## src/mtl_pkg.sv

```systemverilog
// shared types, constants and helper functions of the mnemonic token lexer
package mtl_pkg;

  // token length limit and fixed field widths
  localparam int unsigned MAX_TOKEN_CHARS = 10;
  localparam int unsigned VALUE_W         = 31;
  localparam int unsigned MNEM_LEN        = 3;
  localparam int unsigned SLOT_W          = 7;
  localparam int unsigned OPCODE_W        = 5;

  // hash constants
  localparam logic [63:0] HASH_K0  = 64'hca4b195ebe20bb27;
  localparam logic [63:0] HASH_K1  = 64'hc85fd24c21bf27d9;
  localparam logic [63:0] HASH_K2  = 64'hb8016a2e00bed809;
  localparam logic [63:0] HASH_K3  = 64'hc2a16d719235e88f;
  localparam logic [63:0] HASH_K01 = 64'(HASH_K0 + HASH_K1);
  localparam logic [6:0]  HASH_MOD = 7'd127;

  // result kinds
  typedef enum logic [1:0] {
    KIND_NUMBER = 2'd0,
    KIND_OPCODE = 2'd1,
    KIND_ERROR  = 2'd2
  } kind_e;

  // error codes
  typedef enum logic [1:0] {
    ERR_BAD_CHAR   = 2'd0,
    ERR_LONG_TOKEN = 2'd1,
    ERR_BAD_TOKEN  = 2'd2,
    ERR_NUM_LARGE  = 2'd3
  } err_e;

  // running summary of the pending token
  typedef struct packed {
    logic                all_digits;
    logic                too_big;
    logic [VALUE_W-1:0]  num;
    logic [7:0]          ch0;
    logic [7:0]          ch1;
    logic [7:0]          ch2;
    logic [63:0]         hash;
  } tok_t;

  // mnemonic lookup answer
  typedef struct packed {
    logic                hit;
    logic [OPCODE_W-1:0] opcode;
  } lookup_t;

  // one slot of the mnemonic rom
  typedef struct packed {
    logic                used;
    logic [OPCODE_W-1:0] opcode;
    logic [23:0]         name;
  } rom_slot_t;

  // character classes
  function automatic logic is_digit(logic [7:0] c);
    return (c >= 8'h30) && (c <= 8'h39);
  endfunction

  function automatic logic is_alnum(logic [7:0] c);
    return is_digit(c) || ((c >= 8'h41) && (c <= 8'h5a)) || ((c >= 8'h61) && (c <= 8'h7a));
  endfunction

  function automatic logic is_delim(logic [7:0] c);
    return (c == 8'h20) || (c == 8'h0a);
  endfunction

  // mnemonic rom, indexed by hash slot
  function automatic rom_slot_t rom_read(logic [SLOT_W-1:0] slot);
    rom_slot_t r;
    r = '{used: 1'b1, opcode: '0, name: '0};
    case (slot)
      7'd0:    begin r.opcode = 5'd17; r.name = "GTE"; end
      7'd2:    begin r.opcode = 5'd2;  r.name = "PRI"; end
      7'd8:    begin r.opcode = 5'd14; r.name = "CMP"; end
      7'd10:   begin r.opcode = 5'd24; r.name = "BXO"; end
      7'd19:   begin r.opcode = 5'd16; r.name = "LES"; end
      7'd20:   begin r.opcode = 5'd6;  r.name = "JIF"; end
      7'd23:   begin r.opcode = 5'd12; r.name = "DIV"; end
      7'd31:   begin r.opcode = 5'd13; r.name = "MOD"; end
      7'd38:   begin r.opcode = 5'd11; r.name = "MUL"; end
      7'd39:   begin r.opcode = 5'd27; r.name = "RSH"; end
      7'd44:   begin r.opcode = 5'd26; r.name = "LSH"; end
      7'd46:   begin r.opcode = 5'd7;  r.name = "JNO"; end
      7'd47:   begin r.opcode = 5'd1;  r.name = "EXE"; end
      7'd49:   begin r.opcode = 5'd20; r.name = "ORR"; end
      7'd50:   begin r.opcode = 5'd25; r.name = "BNO"; end
      7'd57:   begin r.opcode = 5'd18; r.name = "LTE"; end
      7'd60:   begin r.opcode = 5'd15; r.name = "MOR"; end
      7'd65:   begin r.opcode = 5'd10; r.name = "SUB"; end
      7'd66:   begin r.opcode = 5'd5;  r.name = "JMP"; end
      7'd68:   begin r.opcode = 5'd19; r.name = "AND"; end
      7'd70:   begin r.opcode = 5'd28; r.name = "END"; end
      7'd92:   begin r.opcode = 5'd21; r.name = "NOT"; end
      7'd97:   begin r.opcode = 5'd4;  r.name = "PRS"; end
      7'd99:   begin r.opcode = 5'd3;  r.name = "PRC"; end
      7'd108:  begin r.opcode = 5'd9;  r.name = "ADD"; end
      7'd118:  begin r.opcode = 5'd22; r.name = "BAN"; end
      7'd122:  begin r.opcode = 5'd0;  r.name = "ALO"; end
      7'd124:  begin r.opcode = 5'd8;  r.name = "MOV"; end
      7'd125:  begin r.opcode = 5'd23; r.name = "BOR"; end
      default: begin r.used = 1'b0; end
    endcase
    return r;
  endfunction

endpackage

```

## src/mtl_tok_acc.sv

```systemverilog
// token accumulator: length, digit value, first three bytes and partial hash
module mtl_tok_acc #(
  parameter int unsigned MAX_TOKEN_CHARS = mtl_pkg::MAX_TOKEN_CHARS,
  localparam int unsigned LenW = $clog2(MAX_TOKEN_CHARS + 1)
) (
  input  logic             clk_i,
  input  logic             rst_ni,
  input  logic             append_i,
  input  logic             clear_i,
  input  logic [7:0]       char_i,
  output logic [LenW-1:0]  len_o,
  output mtl_pkg::tok_t    tok_o
);

  localparam int unsigned NumW = mtl_pkg::VALUE_W + 4;

  logic [LenW-1:0] len_q, len_d;
  mtl_pkg::tok_t   tok_q, tok_d;
  logic            first;
  logic            dig;
  logic [NumW-1:0] base, prod;

  assign first = (len_q == '0);
  assign dig   = mtl_pkg::is_digit(char_i);
  assign base  = first ? '0 : {4'd0, tok_q.num};
  // value times ten plus the new digit
  assign prod  = (base << 3) + (base << 1) + NumW'(char_i[3:0]);

  // next token summary
  always_comb begin
    tok_d = tok_q;
    if (append_i) begin
      tok_d.all_digits = dig && (first || tok_q.all_digits);
      tok_d.too_big    = (prod[NumW-1:mtl_pkg::VALUE_W] != '0) || (!first && tok_q.too_big);
      tok_d.num        = prod[mtl_pkg::VALUE_W-1:0];
      case (len_q)
        LenW'(0): begin
          tok_d.ch0  = char_i;
          tok_d.hash = mtl_pkg::HASH_K01 + ({56'd0, char_i} << 13);
        end
        LenW'(1): begin
          tok_d.ch1  = char_i;
          tok_d.hash = tok_q.hash ^ (({56'd0, char_i} << 23) + mtl_pkg::HASH_K2);
        end
        LenW'(2): begin
          tok_d.ch2  = char_i;
          tok_d.hash = tok_q.hash ^ (({56'd0, char_i} << 25) + mtl_pkg::HASH_K3);
        end
        default: begin
        end
      endcase
    end
  end

  // length counter
  always_comb begin
    len_d = len_q;
    if (clear_i) begin
      len_d = '0;
    end else if (append_i) begin
      len_d = len_q + LenW'(1);
    end
  end

  always_ff @(posedge clk_i or negedge rst_ni) begin
    if (!rst_ni) begin
      len_q <= '0;
    end else begin
      len_q <= len_d;
    end
  end

  // token payload, no reset needed
  always_ff @(posedge clk_i) begin
    tok_q <= tok_d;
  end

  assign len_o = len_q;
  assign tok_o = tok_q;

endmodule

```

## src/mtl_lookup.sv

```systemverilog
// mnemonic lookup: hash mod 127, rom read and name compare
module mtl_lookup (
  input  mtl_pkg::tok_t    tok_i,
  output mtl_pkg::lookup_t res_o
);

  logic [10:0]              sum;
  logic [7:0]               fold;
  logic [mtl_pkg::SLOT_W-1:0] slot;
  mtl_pkg::rom_slot_t       entry;

  // 2^7 is 1 mod 127, so add the 7-bit digits
  always_comb begin
    sum = 11'(tok_i.hash[63]);
    for (int i = 0; i < 9; i++) begin
      sum = sum + 11'(tok_i.hash[7*i +: 7]);
    end
  end

  // second fold and final correction
  assign fold = 8'(sum[6:0]) + 8'(sum[10:7]);
  assign slot = (fold >= 8'(mtl_pkg::HASH_MOD)) ? 7'(fold - 8'(mtl_pkg::HASH_MOD))
                                                : fold[6:0];

  assign entry = mtl_pkg::rom_read(slot);

  // hit needs a used slot and the exact name
  assign res_o.hit    = entry.used && (entry.name == {tok_i.ch0, tok_i.ch1, tok_i.ch2});
  assign res_o.opcode = entry.opcode;

endmodule

```

## src/mnemonic_token_lexer_top.sv

```systemverilog
// top level of the mnemonic token lexer: input register, decode and result register
// an accepted byte is held in the input register, and its result is then written to the result register
// throughput: one byte per cycle, limited only by the result register handshake
// a token result comes out on the space or newline that ends it
// reset clears the token length, the halt flag and both valid flags at once
module mnemonic_token_lexer_top #(
  parameter int unsigned MAX_TOKEN_CHARS = mtl_pkg::MAX_TOKEN_CHARS
) (
  input  logic        clk_i,
  input  logic        rst_ni,
  input  logic        in_valid_i,
  output logic        in_stall_o,
  input  logic [7:0]  char_byte_i,
  input  logic        end_of_file_i,
  output logic        out_valid_o,
  input  logic        out_stall_i,
  output logic [1:0]  kind_o,
  output logic [30:0] value_o,
  output logic [1:0]  error_code_o
);

  localparam int unsigned LenW = $clog2(MAX_TOKEN_CHARS + 1);
  localparam logic [LenW-1:0] MaxLen  = LenW'(MAX_TOKEN_CHARS);
  localparam logic [LenW-1:0] MnemLen = LenW'(mtl_pkg::MNEM_LEN);

  logic                     in_vld_q, in_vld_d;
  logic [7:0]               char_q;
  logic                     eof_q;
  logic                     halted_q, halted_d;
  logic                     out_vld_q, out_vld_d;
  mtl_pkg::kind_e           kind_q, kind_d;
  logic [30:0]              value_q, value_d;
  mtl_pkg::err_e            err_q, err_d;
  logic                     advance, in_ready, accept, consume;
  logic                     emit, append, clear;
  logic [LenW-1:0]          len;
  mtl_pkg::tok_t            tok;
  mtl_pkg::lookup_t         lkp;

  // pipeline moves when the result register is free or being taken
  assign advance    = !out_vld_q || !out_stall_i;
  assign in_ready   = !in_vld_q || advance;
  assign in_stall_o = !in_ready;
  assign accept     = in_valid_i && in_ready;
  assign consume    = in_vld_q && advance;

  mtl_tok_acc #(
    .MAX_TOKEN_CHARS(MAX_TOKEN_CHARS)
  ) u_tok_acc (
    .clk_i   (clk_i),
    .rst_ni  (rst_ni),
    .append_i(append),
    .clear_i (clear),
    .char_i  (char_q),
    .len_o   (len),
    .tok_o   (tok)
  );

  mtl_lookup u_lookup (
    .tok_i(tok),
    .res_o(lkp)
  );

  // byte decode and result selection
  always_comb begin
    emit     = 1'b0;
    append   = 1'b0;
    clear    = 1'b0;
    halted_d = halted_q;
    kind_d   = mtl_pkg::KIND_ERROR;
    value_d  = '0;
    err_d    = mtl_pkg::ERR_BAD_CHAR;
    if (consume) begin
      if (!halted_q) begin
        if (mtl_pkg::is_alnum(char_q)) begin
          if (len >= MaxLen) begin
            emit     = 1'b1;
            halted_d = 1'b1;
            err_d    = mtl_pkg::ERR_LONG_TOKEN;
          end else begin
            append = 1'b1;
          end
        end else if (mtl_pkg::is_delim(char_q)) begin
          if (len != '0) begin
            emit  = 1'b1;
            clear = 1'b1;
            if (tok.all_digits) begin
              if (tok.too_big) begin
                halted_d = 1'b1;
                err_d    = mtl_pkg::ERR_NUM_LARGE;
              end else begin
                kind_d  = mtl_pkg::KIND_NUMBER;
                value_d = tok.num;
              end
            end else if ((len == MnemLen) && lkp.hit) begin
              kind_d  = mtl_pkg::KIND_OPCODE;
              value_d = 31'(lkp.opcode);
            end else begin
              halted_d = 1'b1;
              err_d    = mtl_pkg::ERR_BAD_TOKEN;
            end
          end
        end else begin
          emit     = 1'b1;
          halted_d = 1'b1;
          err_d    = mtl_pkg::ERR_BAD_CHAR;
        end
      end
      // end of file wipes the token and the halt
      if (eof_q) begin
        clear    = 1'b1;
        append   = 1'b0;
        halted_d = 1'b0;
      end
    end
    // error code reads zero outside errors
    if (kind_d != mtl_pkg::KIND_ERROR) begin
      err_d = mtl_pkg::ERR_BAD_CHAR;
    end
  end

  // valid flags of both stages
  assign in_vld_d  = accept ? 1'b1 : (advance ? 1'b0 : in_vld_q);
  assign out_vld_d = advance ? (consume && emit) : out_vld_q;

  always_ff @(posedge clk_i or negedge rst_ni) begin
    if (!rst_ni) begin
      in_vld_q  <= 1'b0;
      out_vld_q <= 1'b0;
      halted_q  <= 1'b0;
    end else begin
      in_vld_q  <= in_vld_d;
      out_vld_q <= out_vld_d;
      halted_q  <= halted_d;
    end
  end

  // input request register
  always_ff @(posedge clk_i) begin
    if (accept) begin
      char_q <= char_byte_i;
      eof_q  <= end_of_file_i;
    end
  end

  // result register
  always_ff @(posedge clk_i) begin
    if (advance) begin
      kind_q  <= kind_d;
      value_q <= value_d;
      err_q   <= err_d;
    end
  end

  assign out_valid_o  = out_vld_q;
  assign kind_o       = kind_q;
  assign value_o      = value_q;
  assign error_code_o = err_q;

endmodule

```

## config.mk

```make
export PLATFORM = sky130hd
export DESIGN_NAME = mnemonic_token_lexer_top
export DESIGN_NICKNAME = d
export VERILOG_FILES = /design/src/mtl_pkg.sv /design/src/mtl_tok_acc.sv /design/src/mtl_lookup.sv /design/src/mnemonic_token_lexer_top.sv
export SDC_FILE = /design/constraint.sdc
export NUM_CORES = 1
export LEC_CHECK = 0
export ABC_AREA = 1
export ABC_CLOCK_PERIOD_IN_PS = 7150
export BUFFER_PORTS_ARGS = -buffer_cell sky130_fd_sc_hd__buf_2
export CORE_UTILIZATION = 45
export CTS_CLUSTER_DIAMETER = 40
export DETAILED_ROUTE_END_ITERATION = 10
export GPL_ROUTABILITY_DRIVEN = 0
export HOLD_SLACK_MARGIN = 0.1
export PLACE_DENSITY = 0.7
export SYNTH_ARGS = -nofsm -noshare
export SYNTH_HDL_FRONTEND = slang
export SYNTH_SLANG_ARGS = --single-unit
```

## constraint.sdc

```tcl
create_clock -name clk_i -period 7.15 [get_ports clk_i]
set_input_delay 1.0725 -clock clk_i [delete_from_list [all_inputs] [get_ports clk_i]]
set_output_delay 1.0725 -clock clk_i [all_outputs]
set_load 0.02 [all_outputs]
```

==> impl_metrics.ini <==
[final_layout]
antenna_cells = 0
design_area_mm2 = 0.0148
nets = 1707
area_growth_pct = 24.5
final_layout_size_suffix_gt1_share_pct = 27.4
fill_cells = 2171
post-route-util_pct = 57.0

[setup_path]
worstSetupStartpointType = flop
cpPeakStageDelay_ps = 610
cp_top_family = adder cells
startpoint = u_tok_acc.tok_o[63]
crit_fanout = 7
reg2reg_from = u_tok_acc.tok_o[63]
critical-path-slowest-cell = fa_2
crit_path_end_kind = flop
cp.arrival_ps = 7970
critical_path_buf_inv_count = 5
required_ps = 7420
crit_path_frequent_cell = nand2_2
crit_type = reg -> reg

[clock_tree]
clock_latency_ps = 440
clock-root-buffer = clkbuf_16
htreeDepth = 4
ctsHoldBuffers = 0
cts_buffers = 17
cts_tree = yes
clkTransAtPathRegs_ps = 70
cts_buffer_depth = 2
clock_sinks = 156

[run]
cap_violations = 0

[grt]
grt_max_degree = 40
grt_pass1_vias = 9697
grt_overflow = 0
grt_util_met2_pct = 37.5
busiest_layer = met2
antenna_found_initial = 0
grt_pass1_wl_mm = 47.6
globalRouteMet3Util_pct = 2.78
grt_usage_pct = 22.6
use_met1_pct = 30.3

[drt]
ant_nets = 0
detail_route.first_pass.iterations = 8
wl_per_cell_um = 15.9
drc = 1
drt_iter0_drc = 892
via_count = 9981
drt-total-wl_mm = 30.2
vias_per_cell = 5.24

[logic_synthesis]
yosysWarnings = 0
synth.distinct_cells = 52
avgSynthCellArea_um2 = 8.73
synth_edf_count = 149
async_flop_share_pct = 4.49
ys.flop_type = edfxtp_1
yosysSeqAreaShare_pct = 39.2
syn_area_mm2 = 0.0118
syn_inst = 1357
synth-seq-cells = 156
synth_nets = 1508

[die]
die_area_mm2 = 0.0270
rows = 59
start_util_pct = 45.7
ios = 50
die_h_um = 164
die_w_um = 164
coreArea_mm2 = 0.0259

[sta]
drv_slew = 0
hold_ws_ps = 473
fin_ws_ps = -555
finalHoldViolCount = 0
tightestPinTransition_ps = 1100
fmax_mhz = 130
fin_skew_ps = 13.1
fin_crit_ps = 7700
rsz0062_at_grt = yes
relSlewSlack_pct = 26.2
finalSetupViolCount = 9
period_share_pct = 108

[place]
postPlaceCellArea_mm2 = 0.0135
hpwl_mm = 22.0
portBuffers = 49

[status]
failed_checks = design-rule violations, negative setup slack
status = finished, violations left

[worst_hold_path]
hold_path.class = in -> async
-- metal layers --
metal | wire [um] | up-vias
li1 | - | 4876
met1 | 13200 | 4710
met2 | 14600 | 334
met3 | 1600 | 61
met4 | 729 | 0
met5 | 0 | -
-- layout by cell type, fill, tap and decap left out, types with 28 or more instances in the layout --
master    netlist  routed
nand2_2        50      52
buf_2           1      49
nor2_1        188     171
ha_1           97      91
nand4_1        28      28
buf_4           0     142
xor2_1         32      31
fa_1           41      37
nand2_1       216     184
nand2_4         8      34
nand3_1        78      70
edfxtp_1      149     149
a21oi_1        53      50
inv_1         201     197
o21ai_0        48      47
-- flip-flops by register name, summed over array words and instances (netlist names) --
signal,flops
u_tok_acc.tok_o,105
value_o,31
char_q,8
u_tok_acc.len_o,4
error_code_o,2
kind_o,2
eof_q,1
halted_q,1
in_vld_q,1
out_valid_o,1
-- path summary, 6_finish.rpt --
kind | end | slack, ps | cells past startpoint
min reg2reg | halted_q | 540 | 2
max reg2reg | value_o[2] | -550 | 45
min | out_valid_o | 470 | 1
max | value_o[2] | -550 | 45
max in group asynchronous | u_tok_acc.len_o[0] | 6500 | 1
min in group clk_i | halted_q | 540 | 2
-- logic make-up (layout without fill, tap and decap cells) --
kind of cell	Yosys count	in the layout	synth area share [%]
multiplexers	1	1	0.0845
adder cells (fa/ha/maj)	138	138	17.2
AO/OA/AOI/OAI	142	142	6.71
buffers and inverters	234	445	7.55
AND/OR/NAND/NOR	637	637	25.6
XOR/XNOR	49	49	3.62
flip-flops	156	156	39.2
-- what timing repair did --
action,in CTS,in global routing
pin swaps,24,24
setup endpoints to repair,9,9
hold endpoints to repair,0,0
gates resized for setup,64,55
buffers inserted,14,11
-- cell type report --
class                      instances  area (um2)  area share, %
clock buffer                      17         425           2.88
multi-input combinational        967        6880           46.6
clock inverter                    14         158           1.07
sequential                       156        4650           31.5
inverter                         215         807           5.47
tap                              335         419           2.84
timing repair buffer             199        1420           9.62
-- synthesized netlist by cell type (all sizes together) (2+ instances only) --
cell type	instances	area, um2
nand4	28	175
nor3	15	75.1
a31oi	5	31.3
a21oi	53	265
nand2	274	1210
o21bai	5	37.5
fa	41	821
xor2	32	280
or2	6	37.5
a21boi	5	37.5
o21ai	57	285
inv	214	803
buf	3	27.5
nand3b	2	15.0
o22ai	3	18.8
dfrtp	7	175
xnor2	17	149
nand3	86	470
ha	97	1210
o31ai	3	27.5
edfxtp	149	4470
nor4	7	50.1
clkbuf	16	60.1
nor2	213	946
o211ai	3	22.5
nor3b	3	32.5
-- through the flow --
step / instances / setup WS, ps / setup TNS, ps
6_report: 1903 / -555 / -4540
5_1_grt: 1903 / -934 / -7990
4_1_cts: 1892 / -386 / -3040
3_5_place_dp: 1847 / -612 / -4970
3_3_place_gp: 1847 / -495 / -3960
2_1_floorplan: 1357 / 4.64 / 0
Power is not shown: default switching activity piles up to over one toggle a cycle in this logic, so the estimate is an artifact.
